<file path="config.mk">
export PLATFORM = sky130hd
export DESIGN_NAME = pik_div_cell
export DESIGN_NICKNAME = d
export VERILOG_FILES = /design/src/rtl/pik_pkg.sv /design/src/rtl/pik_div_cell.sv
export SDC_FILE = /design/constraint.sdc
export NUM_CORES = 1
export LEC_CHECK = 0
export ABC_AREA = 1
export ABC_CLOCK_PERIOD_IN_PS = 2400
export BUFFER_PORTS_ARGS = -buffer_cell sky130_fd_sc_hd__buf_2
export CORE_ASPECT_RATIO = 0.5
export CORE_MARGIN = 10
export CORE_UTILIZATION = 52
export DETAILED_ROUTE_END_ITERATION = 16
export GPL_TIMING_DRIVEN = 1
export PLACE_DENSITY = 0.79
export SYNTH_ARGS = -nofsm -noshare
export SYNTH_HDL_FRONTEND = slang
export SYNTH_SLANG_ARGS = --single-unit
</file>
<file path="constraint.sdc">
create_clock -name aclk -period 2.4 [get_ports aclk]
set_input_delay 0.24 -clock aclk [delete_from_list [all_inputs] [get_ports aclk]]
set_output_delay 0.24 -clock aclk [all_outputs]
set_load 0.05 [all_outputs]
</file>
<file path="src/rtl/pik_pkg.sv">
// ============================================================================
// pik_pkg: shared types and widths for the two-link leg solver
// Word widths of the fixed-point data path, cell payload structs and
// configuration register codes.
// ============================================================================
package pik_pkg;

    // Input and configuration field widths
    localparam int X_W     = 18;   // target coordinate
    localparam int L_W     = 16;   // link length register
    localparam int IDX_W   = 2;    // configuration register index

    // Cosine-law path
    localparam int REM_W   = 34;   // divider partial remainder
    localparam int D_W     = 33;   // divisor 2*L1*L2
    localparam int Q_W     = 31;   // cosine magnitude, Q30 with integer bit
    localparam int C_W     = 32;   // signed cosine / sine, Q30
    localparam int V_W     = 61;   // radicand 2^60 - c^2
    localparam int RT_W    = 62;   // root accumulator
    localparam int K_W     = 48;   // scaled operands of the hip offset angle

    // Angle unit
    localparam int CW      = 52;   // vectoring datapath width
    localparam int ANG_W   = 32;   // internal binary angle, 2^32 per turn
    localparam int NORM_N  = 6;    // normalizer stages (shift 32,16,...,1)
    localparam int NORM_TOP = 45;  // normalized magnitude reaches 2^45
    localparam int ITER_N  = 32;   // vectoring iterations
    localparam int ATAN_LAT = 1 + NORM_N + ITER_N;

    // Cell row lengths and total pipeline depth
    localparam int DIV_N   = Q_W;
    localparam int SQRT_N  = Q_W;
    localparam int PIPE_N  = 3 + DIV_N + 2 + SQRT_N + 2 + ATAN_LAT;

    // Configuration register codes
    typedef enum logic [IDX_W-1:0] {
        REG_UPPER_LINK = 2'd0,
        REG_LOWER_LINK = 2'd1
    } cfg_reg_t;

    // Restoring divider cell payload
    typedef struct packed {
        logic [REM_W-1:0] rem;
        logic [D_W-1:0]   d;
        logic [Q_W-1:0]   q;
    } div_t;

    // Square root cell payload
    typedef struct packed {
        logic [V_W-1:0]  v;
        logic [RT_W-1:0] res;
    } sqr_t;

    // Vectoring cell payload
    typedef struct packed {
        logic signed [CW-1:0] x;
        logic signed [CW-1:0] y;
        logic [ANG_W-1:0]     ang;
    } crd_t;

    // Per-request values carried alongside the arithmetic rows
    typedef struct packed {
        logic signed [X_W-1:0] x;
        logic signed [X_W-1:0] z;
        logic [L_W-1:0]        l1;
        logic [L_W-1:0]        l2;
        logic                  down;
        logic                  reach;
        logic                  nneg;
        logic signed [C_W-1:0] c;
        logic signed [K_W-1:0] lc;
    } side_t;

endpackage

</file>
<file path="src/rtl/pik_div_cell.sv">
// ============================================================================
// pik_div_cell: one quotient bit of the cosine divider
// Compares the partial remainder with the divisor, subtracts on a hit,
// shifts the remainder for the next cell and appends the quotient bit.
// ============================================================================
module pik_div_cell (
    input  logic          aclk,
    input  logic          en,
    input  pik_pkg::div_t d_in,
    output pik_pkg::div_t d_out
);

    pik_pkg::div_t cell_reg;
    pik_pkg::div_t cell_next;
    logic [pik_pkg::REM_W-1:0] dvs;
    logic                      hit;

    assign dvs = {1'b0, d_in.d};
    assign hit = (d_in.rem >= dvs);

    // one restoring step
    always_comb begin
        cell_next = d_in;
        if (hit) begin
            cell_next.rem = (d_in.rem - dvs) << 1;
        end else begin
            cell_next.rem = d_in.rem << 1;
        end
        cell_next.q = {d_in.q[pik_pkg::Q_W-2:0], hit};
    end

    always_ff @(posedge aclk) begin
        if (en) begin
            cell_reg <= cell_next;
        end
    end

    assign d_out = cell_reg;

endmodule

</file>
==> impl_metrics.env <==
export IMPL_cp_max_fo=4
export IMPL_cts_tree="yes"
export IMPL_yosysSeqAreaShare_pct=46.7
export IMPL_critPathKind="in -> reg"
export IMPL_max_freq_mhz=503
export IMPL_rsz0062_at_grt="false"
export IMPL_ys_flop_type="edfxtp_1"
export IMPL_period_share_pct=82.9
export IMPL_slew_viol_final=0
export IMPL_drtPass1Iterations=7
export IMPL_crit_path_cell_trace="buf_2 > inv_1 > ha_1 > inv_1 > fa_1 > nand2_1 > nand2_1 > nand3_1 > nand2_1 > nand2_1 > nand2_1 > nand2_1 > nand3b_1 > nand3_2 > nand2_1"
export IMPL_layout_common_cells="nand2_1, buf_2, inv_1"
export IMPL_crit_top_cell="nand2_1"
export IMPL_cts_max_level=3
export IMPL_swShare_pct=38.6
export IMPL_core_rowCount=28
export IMPL_critPathLaunchType="input port"
export IMPL_cts_buffers=9
export IMPL_ys_types=31
export IMPL_drt_wirelength_per_cell_um=16.2
export IMPL_io_buffers=195
export IMPL_core_area_sq_mm=0.0118
export IMPL_clk_pin_slew_ns=0.07
export IMPL_gp_congestion=0.964
export IMPL_path_buf_inv=3
export IMPL_crit_family="simple AND/OR/NAND/NOR gates"
export IMPL_antenna_found_initial=0
export IMPL_setup_viol=0
export IMPL_synth_edf_count=97
export IMPL_fillers=1070
export IMPL_avgViaCountPerCell=4.81
export IMPL_p_leak_nw=4.16
export IMPL_setup_tns_final_ns=0
export IMPL_critPathSlowestCell="fa_1"
export IMPL_cts_buffer_depth=2
export IMPL_initial_utilization_pct=53.0
export IMPL_grt_pass1_wl_um=29100
export IMPL_drt_total_wl_um=18600
export IMPL_total_power_mw=5.30
export IMPL_synth_fp_nets=912
export IMPL_antenna_cells=0
export IMPL_hold_class="in -> reg"
export IMPL_grt_usage_pct=21.2
export IMPL_drc=0
export IMPL_synth_warning_count=0
export IMPL_ctsHoldBuffers=0
export IMPL_pin_count=198
export IMPL_clock_sinks=97
export IMPL_largest_register_ffs=97
export IMPL_pwr_share_clk_pct=26.9
export IMPL_ant_nets=0
export IMPL_grt_max_degree=44
export IMPL_drtIter0Drc=329
export IMPL_grt_overflow=0
export IMPL_die_area_sq_mm=0.0170
export IMPL_combPwrFrac_pct=33.2
export IMPL_avgSynthCellArea_sq_um=8.02
export IMPL_post_cts_buffers=0
export IMPL_tightest_slew_ns=0.510
export IMPL_max_stage_delay_ns=0.39
export IMPL_intPower_mw=3.25
export IMPL_power_density_mw_per_mm2=689
export IMPL_required_ns=2.50
export IMPL_worstPathArrival_ns=2.09
export IMPL_pwr_share_seq_pct=39.9
export IMPL_die_h_um=97.5
export IMPL_max_cap_violations=0
export IMPL_cts_resized=0
export IMPL_drive_above_1_share_pct=26.0
export IMPL_ir_drop_v=0.000427
export IMPL_status="completed"
export IMPL_min_delay_start="d_in[18]"
export IMPL_setup_worst_path_end_class="flip-flop"
export IMPL_dpl_hpwl_um=15300
export IMPL_grt_pass1_vias=5413
export IMPL_synth_cells=778
export IMPL_vias=5543
export IMPL_async_flop_share_pct=0
export IMPL_fin_crit_ns=1.99
export IMPL_netlist_area_sq_mm=0.00624
export IMPL_hold_viol=0
export IMPL_root_buffer="clkbuf_16"
export IMPL_syn_to_final_growth_pct=23.4
export IMPL_crit_start="d_in[64]"
export IMPL_power_switching_mw=2.05
export IMPL_final_common_cell="nand2_1"
export IMPL_ys_ff_latch=97
export IMPL_die_w_um=175
export IMPL_relSlewSlack_pct=66.0
export IMPL_nets=1116
[routing by layer]
layer / vias to the layer above / wire length (um) / GRT usage, %
met5: - / 0 / 0
met4: 0 / 140 / 3.56
met3: 14 / 1380 / 5.04
met2: 165 / 8730 / 35.3
met1: 2516 / 8390 / 27.8
li1: 2848 / - / -
[logic make-up after synthesis]
family | synth area share, %
other cells | 0.0601
xor+xnor | 1.97
simple gates | 31.4
fa+ha+maj | 6.94
flops | 46.7
buf+inv | 10.9
compound gates | 2.01
[worst paths after layout]
path | to | cells past startpoint
max | d_out[93]$_DFFE_PP_ | 15
min | d_out[19]$_DFFE_PP_ | 1
[synthesized netlist by cell type (2+ instances only)]
cell / number / area [sq um]
inv_2: 5 / 18.8
nand3_2: 15 / 150
nand3b_1: 10 / 75.1
nand2_1: 289 / 1080
nor2_2: 4 / 25.0
nor3_1: 8 / 40.0
nand2_2: 6 / 37.5
ha_1: 33 / 413
xor2_1: 13 / 114
nor3_2: 3 / 30.0
buf_2: 6 / 30.0
or2_2: 2 / 12.5
nor2_4: 2 / 22.5
and2_1: 5 / 31.3
nand4_1: 2 / 12.5
nand3_1: 54 / 270
nor2_1: 35 / 131
inv_1: 155 / 582
edfxtp_1: 97 / 2910
a21oi_1: 21 / 105
buf_6: 2 / 22.5
a21o_1: 2 / 15.0
[power groups by stage]
stage | logic [mW] | clock network (mW) | registers [mW]
3_3_place_gp | 1.73 | 0 | 2.15
4_1_cts | 1.77 | 1.45 | 2.12
3_5_place_dp | 1.76 | 0 | 2.16
2_1_floorplan | 0.652 | 0 | 2.78
5_1_grt | 1.91 | 1.53 | 2.14
6_report | 1.76 | 1.43 | 2.12
[stage by stage]
stage | cells | hold slack (ns) | cell area, sq um | setup slack (ns) | utilization, %
finish | 1152 | 0.0606 | 7700 | 0.410 | 65.4
global route | 1152 | 0.0507 | 7700 | 0.271 | 65.4
CTS | 1152 | 0.0571 | 7700 | 0.427 | 65.4
detailed placement | 1136 | 0.418 | 7420 | 0.0765 | 63.0
global placement | 1136 | 0.416 | 7420 | 0.0894 | 63.0
floorplan | 778 | 0.339 | 6240 | 0.516 | -
[final cells by class]
type                       count  area, sq um  share of cell area [%]
clock buffer                   9          225                    2.93
tap                          165          206                    2.68
timing repair buffer         203         1050                    13.7
clock inverter                 7         57.6                   0.748
inverter                     160          601                    7.80
multi-input combinational    511         2650                    34.4
sequential                    97         2910                    37.8
Note: power is estimated with default switching activity, not from simulation.
