## src/rtl/pik_pkg.sv

```systemverilog
// ============================================================================
// pik_pkg: shared types and widths for the two-link leg solver
// Word widths of the fixed-point data path, cell payload structs and
// configuration register codes.
// ============================================================================
package pik_pkg;

    // Input and configuration field widths
    localparam int X_W     = 18;   // target coordinate
    localparam int L_W     = 16;   // link length register
    localparam int IDX_W   = 2;    // configuration register index

    // Cosine-law path
    localparam int REM_W   = 34;   // divider partial remainder
    localparam int D_W     = 33;   // divisor 2*L1*L2
    localparam int Q_W     = 31;   // cosine magnitude, Q30 with integer bit
    localparam int C_W     = 32;   // signed cosine / sine, Q30
    localparam int V_W     = 61;   // radicand 2^60 - c^2
    localparam int RT_W    = 62;   // root accumulator
    localparam int K_W     = 48;   // scaled operands of the hip offset angle

    // Angle unit
    localparam int CW      = 52;   // vectoring datapath width
    localparam int ANG_W   = 32;   // internal binary angle, 2^32 per turn
    localparam int NORM_N  = 6;    // normalizer stages (shift 32,16,...,1)
    localparam int NORM_TOP = 45;  // normalized magnitude reaches 2^45
    localparam int ITER_N  = 32;   // vectoring iterations
    localparam int ATAN_LAT = 1 + NORM_N + ITER_N;

    // Cell row lengths and total pipeline depth
    localparam int DIV_N   = Q_W;
    localparam int SQRT_N  = Q_W;
    localparam int PIPE_N  = 3 + DIV_N + 2 + SQRT_N + 2 + ATAN_LAT;

    // Configuration register codes
    typedef enum logic [IDX_W-1:0] {
        REG_UPPER_LINK = 2'd0,
        REG_LOWER_LINK = 2'd1
    } cfg_reg_t;

    // Restoring divider cell payload
    typedef struct packed {
        logic [REM_W-1:0] rem;
        logic [D_W-1:0]   d;
        logic [Q_W-1:0]   q;
    } div_t;

    // Square root cell payload
    typedef struct packed {
        logic [V_W-1:0]  v;
        logic [RT_W-1:0] res;
    } sqr_t;

    // Vectoring cell payload
    typedef struct packed {
        logic signed [CW-1:0] x;
        logic signed [CW-1:0] y;
        logic [ANG_W-1:0]     ang;
    } crd_t;

    // Per-request values carried alongside the arithmetic rows
    typedef struct packed {
        logic signed [X_W-1:0] x;
        logic signed [X_W-1:0] z;
        logic [L_W-1:0]        l1;
        logic [L_W-1:0]        l2;
        logic                  down;
        logic                  reach;
        logic                  nneg;
        logic signed [C_W-1:0] c;
        logic signed [K_W-1:0] lc;
    } side_t;

endpackage

```

## src/rtl/pik_sqrt_cell.sv

```systemverilog
// ============================================================================
// pik_sqrt_cell: one root digit of the knee sine square root
// Digit-by-digit integer square root step at a fixed bit position.
// ============================================================================
module pik_sqrt_cell #(
    parameter int BIT_POS = 0
) (
    input  logic          aclk,
    input  logic          en,
    input  pik_pkg::sqr_t s_in,
    output pik_pkg::sqr_t s_out
);

    localparam int RW = pik_pkg::RT_W;
    localparam int VW = pik_pkg::V_W;
    localparam logic [RW-1:0] BITV = RW'(1) << BIT_POS;

    pik_pkg::sqr_t cell_reg;
    pik_pkg::sqr_t cell_next;
    logic [RW-1:0] trial;
    logic          hit;

    assign trial = s_in.res + BITV;
    assign hit   = ({1'b0, s_in.v} >= trial);

    // trial subtract and root update
    always_comb begin
        cell_next = s_in;
        if (hit) begin
            cell_next.v   = s_in.v - trial[VW-1:0];
            cell_next.res = (s_in.res >> 1) + BITV;
        end else begin
            cell_next.res = s_in.res >> 1;
        end
    end

    always_ff @(posedge aclk) begin
        if (en) begin
            cell_reg <= cell_next;
        end
    end

    assign s_out = cell_reg;

endmodule

```

## config.mk

```make
export PLATFORM = sky130hd
export DESIGN_NAME = pik_sqrt_cell
export DESIGN_NICKNAME = d
export VERILOG_FILES = /design/src/rtl/pik_pkg.sv /design/src/rtl/pik_sqrt_cell.sv
export SDC_FILE = /design/constraint.sdc
export NUM_CORES = 1
export LEC_CHECK = 0
export ABC_CLOCK_PERIOD_IN_PS = 10300
export BUFFER_PORTS_ARGS = -buffer_cell sky130_fd_sc_hd__clkbuf_2
export CELL_PAD_IN_SITES_DETAIL_PLACEMENT = 2
export CELL_PAD_IN_SITES_GLOBAL_PLACEMENT = 2
export CORE_MARGIN = 2
export CORE_UTILIZATION = 36
export DETAILED_ROUTE_END_ITERATION = 12
export PLACE_DENSITY_LB_ADDON = 0.2
export SYNTH_ARGS = -nofsm -noshare
export SYNTH_HDL_FRONTEND = slang
export SYNTH_SLANG_ARGS = --single-unit
```

## constraint.sdc

```tcl
create_clock -name aclk -period 10.3 [get_ports aclk]
set_input_delay 2.06 -clock aclk [delete_from_list [all_inputs] [get_ports aclk]]
set_output_delay 2.06 -clock aclk [all_outputs]
set_load 0.01 [all_outputs]
```

==> out/qor.yml, run 1 <==
outcome: "finished clean"
p_switching_w: 0.000569
cp_slowest_cell: "nor4_1"
cts.clk_slew.worst_paths_ps: 60
path_max_fanout: 19
ant_nets: 0
switching_share_pct: 33.0
route.vias.total: 9838
die_h_um: 174
synthArstFlopShare_pct: 0
synth_top_area_cell: "edfxtp_1"
layout.nets: 1536
worstSetupPathType: "in -> reg"
start_util_pct: 36.4
place.gp.congestion: 0.907
cts_setup_buffers: 0
slew_headroom_pct: 29.5
final.min_clock_period_ps: 7980
critPathLaunchType: "input pin"
dr.pass1.iters: 5
cts.sinks: 123
die_w_um: 174
yosysWarnings: 0
worstMarginPinSlew_ps: 1050
setup_tns_ps: 0
power_density_mw_per_mm2: 138
drive_above_1_share_pct: 25.1
io_pins: 248
hpwl_um: 33400
fmax_ghz: 0.125
grt_pass1_vias: 10700
core_area_mm2: 0.0285
drv_slew: 0
cts_tree: "done"
hold_path.class: "in -> reg"
syn_inst: 1125
largest_reg_flops: 123
synth_fp_nets: 1314
ys_ff_latch: 123
ctsResizeCount: 0
drt-wirelength-per-cell_um: 24.2
fin_crit_sh_pct: 77.5
clockBufferDepth: 2
design_area_mm2: 0.0125
setup_violations: 0
cpPeakStageDelay_ps: 570
ys_top_cells_by_count: "edfxtp_1, nand2_1, xnor2_1"
portBuffers: 247
power.share.clock_pct: 34.6
crit_path_end: "s_out[40]"
grt_max_degree: 69
cts_made_buffers: 17
final_hold_viol_count: 0
synthesis.area_mm2: 0.0104
wirelength_um: 42100
worstSetupStartpoint: "s_in[1]"
hold_buffers: 0
grt_setup_unrepaired: "no"
drc: 0
yosysTopAreaCellShare_pct: 35.6
required_ps: 10460
synth_edf_count: 123
synthTopCellsByArea: "edfxtp_1, xnor2_1, ha_1"
dpl_cell_area_mm2: 0.0119
dieArea_mm2: 0.0302
comb_power_share_pct: 28.7
yosysSeqAreaShare_pct: 35.6
drtIter0Drc: 630
viasPerCell: 5.65
cp.arrival_ps: 8140
p_leak_nw: 5.03
grt_pass1_wl_um: 64100
antenna_found_initial: 3
grt_usage_pct: 27.8
grt-ovfl-total: 0
hold_slack_ps: 1950
synth-main-ff-cell: "edfxtp_1"
cts-root-buf: "clkbuf_16"
synth_most_common_cell: "edfxtp_1"
crit_top_cell: "and4_1"
intPower_w: 0.00115
max-vdd-ir-drop_v: 0.0000786
syn2layout_area_growth_pct: 20.0
worstPathCellList: "clkbuf_2, ha_1, nand2_1, nor4_1, and4_1, and4_1, nor3b_1, nand4_1, nor2_1, xnor2_1, ha_1, and4_1, and2_1, nor3b_1, a41o_1, a21oi_1, o31a_1, nand2_2, nand2_1, nor4_1, xor2_1"
htreeDepth: 4
seqPwrFrac_pct: 36.7
drv_cap: 0
end_kind: "flip-flop"
fillers: 3255
fp-row-count: 62
ys_types: 70
avgSynthCellArea_um2: 9.23
## per-layer routing
metal	global-route usage, %	vias to the layer above	wire length, µm
met3	5.18	80	1990
met4	10.5	4	1290
met2	48.7	300	21200
met5	0	-	27
li1	-	4573	-
met1	33.8	4881	17600
## power by group through the flow
stage / clock network [W] / logic, W / registers, W
3_5_place_dp: 0 / 0.000489 / 0.000643
3_3_place_gp: 0 / 0.000473 / 0.000641
5_1_grt: 0.000617 / 0.000536 / 0.000637
6_report: 0.000597 / 0.000494 / 0.000632
2_1_floorplan: 0 / 0.000267 / 0.000664
4_1_cts: 0.000605 / 0.000495 / 0.000633
## area by class of cell
| type | count | area, µm² | share of cell area, % |
|---|---|---|---|
| well taps | 384 | 480 | 3.85 |
| clock inverters | 10 | 104 | 0.833 |
| diodes | 1 | 2.50 | 0.0201 |
| repair buffers | 250 | 1260 | 10.1 |
| flip-flops and latches | 123 | 3690 | 29.6 |
| multi-input cells | 918 | 6350 | 51.0 |
| inverters | 37 | 139 | 1.11 |
| clock buffers | 19 | 433 | 3.47 |
## cells by family after synthesis
logic type / synth area share (%)
mux: 5.19
compound gates: 13.6
buf+inv: 3.27
fa+ha+maj: 7.78
simple gates: 20.2
xor+xnor: 14.4
flops: 35.6
## critical path: cells and delay by family
kind	cells	cell delay (ps)
simple gates	13	4410
fa+ha+maj	2	690
compound gates	3	570
xor+xnor	2	250
buf+inv	1	150
## worst min path at each step
stage / startpoint / endpoint / slack [ps] / depth (start not counted)
floorplan: en / s_out[0] / 2170 / 0
global placement: s_in[58] / s_out[57] / 2380 / 2
detailed placement: s_in[115] / s_out[115] / 2390 / 3
CTS: s_in[115] / s_out[115] / 1940 / 3
global route: s_in[83] / s_out[83] / 1960 / 2
finish: s_in[84] / s_out[84] / 1950 / 3
## placed cells by master, fill, tap and decap left out, types with 3 or more instances in the layout
| cell type | n |
|---|---|
| clkbuf_2 | 246 |
| edfxtp_1 | 123 |
| nand2_1 | 122 |
| xnor2_1 | 100 |
| nor2_1 | 83 |
| xor2_1 | 71 |
| a21oi_1 | 65 |
| ha_1 | 63 |
| nand3_1 | 54 |
| o21ai_0 | 47 |
| mux2_2 | 47 |
| inv_1 | 37 |
| nand4_1 | 32 |
| nor3_1 | 32 |
| a21o_1 | 25 |
| and3_1 | 18 |
| clkbuf_16 | 17 |
| o21bai_1 | 14 |
| nor4_1 | 12 |
| and2_1 | 11 |
| a211oi_1 | 11 |
| and4_1 | 10 |
| or3_1 | 9 |
| o21a_1 | 8 |
| a31oi_1 | 7 |
| o31ai_1 | 6 |
| or2_2 | 5 |
| nor3b_1 | 5 |
| nor2b_1 | 5 |
| o31a_1 | 5 |
| buf_4 | 4 |
| or4_1 | 3 |
| a221oi_1 | 3 |
| clkinv_1 | 3 |
| clkinvlp_4 | 3 |
## stage by stage
stage	total power (W)	cells	utilization (%)	setup WS [ps]
2_1_floorplan	0.000931	1125	-	3770
3_3_place_gp	0.00111	1712	41.8	2160
3_5_place_dp	0.00113	1712	41.8	1980
4_1_cts	0.00173	1741	43.7	2400
5_1_grt	0.00179	1742	43.7	1830
6_report	0.00172	1742	43.7	2320
Power figures use the tool's default switching activity.
==> run 2, diff against run 1 <==
--- a/config.mk
+++ b/config.mk
@@ -5,12 +5,12 @@
 export SDC_FILE = /design/constraint.sdc
 export NUM_CORES = 1
 export LEC_CHECK = 0
-export ABC_CLOCK_PERIOD_IN_PS = 10300
+export ABC_CLOCK_PERIOD_IN_PS = 8250
 export BUFFER_PORTS_ARGS = -buffer_cell sky130_fd_sc_hd__clkbuf_2
 export CELL_PAD_IN_SITES_DETAIL_PLACEMENT = 2
 export CELL_PAD_IN_SITES_GLOBAL_PLACEMENT = 2
 export CORE_MARGIN = 2
-export CORE_UTILIZATION = 36
+export CORE_UTILIZATION = 33
 export DETAILED_ROUTE_END_ITERATION = 12
 export PLACE_DENSITY_LB_ADDON = 0.2
 export SYNTH_ARGS = -nofsm -noshare
==> constraint.sdc (replaced) <==
create_clock -name aclk -period 8.25 [get_ports aclk]
set_input_delay 1.65 -clock aclk [delete_from_list [all_inputs] [get_ports aclk]]
set_output_delay 1.65 -clock aclk [all_outputs]
set_load 0.01 [all_outputs]
==> run 2 against run 1 <==
Sequential power grew 25%. Clock power grew 29%. Worst setup slack lost 1400 ps. Via count shrank 0.26%. Global-route usage shrank 2.3 points. Critical path type unchanged. Largest cell class unchanged.
==> out/qor.yml, run 2 (synthesis gave the netlist of run 1 again) <==
outcome: "finished clean"
grt_max_degree: 66
drv_slew: 0
place_ws_ps: 523
die_h_um: 181
syn2layout_area_growth_pct: 20.8
portBuffers: 247
viasPerCell: 5.58
htreeDepth: 4
cts.clk_slew.worst_paths_ps: 70
post-place-cells: 1728
max-vdd-ir-drop_v: 0.000121
largest_reg_flops: 123
hold_path.class: "in -> reg"
cp_slowest_cell: "nor4b_4"
worst_slack_ps: 882
dieArea_mm2: 0.0329
final.min_clock_period_ps: 7370
core_area_mm2: 0.0307
drv_cap: 0
antenna_found_initial: 0
drc: 0
power_density_mw_per_mm2: 174
fp-row-count: 64
cp.arrival_ps: 7550
dpl_cell_area_mm2: 0.0120
hpwl_um: 34000
slew_headroom_pct: 38.6
fmax_ghz: 0.136
worstSetupPathType: "in -> reg"
cpPeakStageDelay_ps: 720
fillers: 3495
drive_above_1_share_pct: 25.7
cts_setup_buffers: 0
final_common_cell: "clkbuf_2"
finalNonFillerCells: 1760
setup_violations: 0
wirelength_um: 42200
ant_nets: 0
grt_pass1_wl_um: 63800
path_max_fanout: 29
cts_tree: "done"
final_hold_viol_count: 0
drtIter0Drc: 679
setup_tns_ps: 0
crit_top_cell: "and4_1"
cts.sinks: 123
ctsResizeCount: 0
drt-wirelength-per-cell_um: 24.0
cp_top_family: "simple AND/OR/NAND/NOR gates"
die_w_um: 181
route.vias.total: 9812
end_kind: "flip-flop"
cp_num_buf_inv: 1
grt_usage_pct: 25.4
io_pins: 248
n_antenna_cell: 0
layout_common_cells: "clkbuf_2, edfxtp_1, nand2_1, xnor2_1, nor2_1"
design_area_mm2: 0.0125
critPathLaunchType: "input pin"
layout.nets: 1540
grt_pass1_vias: 10600
worstMarginPinSlew_ps: 921
required_ps: 8430
cts_made_buffers: 17
fin_crit_sh_pct: 89.3
hold_slack_ps: 1530
place.gp.congestion: 0.923
grt-ovfl-total: 0
clockBufferDepth: 2
grt_setup_unrepaired: "no"
dr.pass1.iters: 5
worstPathCellList: "clkbuf_2, ha_1, nand2_1, nor4_1, and4_1, and4_1, nor3b_1, nand4_1, nor2_1, xnor2_1, ha_1, and4_1, and2_1, nor3b_1, a41o_1, a21oi_1, o31a_1, and2_4, nor4b_4, nand3_1, xnor2_1"
hold_buffers: 0
p_leak_nw: 5.06
start_util_pct: 33.8
cts-root-buf: "clkbuf_16"
-- run 2: cell types whose count changed in the layout (fill, tap and decap cells not counted) --
cell / before / now
clkinv_4: 0 / 3
clkinv_2: 2 / 1
clkbuf_1: 2 / 0
diode_2: 1 / 0
clkinvlp_4: 3 / 4
buf_4: 4 / 8
inv_6: 0 / 2
-- run 2: cell type report --
class                      count  area, µm²  share of cell area, %
multi-input combinational    918       6350                   50.6
clock inverter                15        150                   1.20
tap                          396        495                   3.95
inverter                      37        139                   1.11
sequential                   123       3690                   29.4
clock buffer                  17        425                   3.39
timing repair buffer         254       1290                   10.3
-- run 2: final timing paths --
check / start / endpoint / slack [ps] / depth (start not counted)
worst max-delay path: s_in[2] / s_out[59] / 880 / 21
worst min-delay path: s_in[69] / s_out[69] / 1530 / 3
-- run 2: power by group --
group | internal, W | total, W | switching (W)
logic | 0.000241 | 0.000621 | 0.000380
registers | 0.000766 | 0.000788 | 0.0000222
clock network | 0.000444 | 0.000771 | 0.000326
total | 0.00145 | 0.00218 | 0.000728
-- run 2: through the flow --
stage	power, W	util, %
after floorplan	0.00116	-
final	0.00218	40.8
after global routing	0.00227	40.8
after global placement	0.00140	38.9
after CTS	0.00219	40.8
after detailed placement	0.00142	38.9
-- run 2: metal layers --
metal  GRT usage, %  part of all wire (%)  wire (µm)  vias to the layer above
li1               -                     -          -                     4577
met1           32.5                    44      18700                     4912
met2           44.5                    49      20700                      268
met3           4.11                   4.2       1780                       55
met4           6.73                   2.3        983                        0
met5              0                     0          0                        -
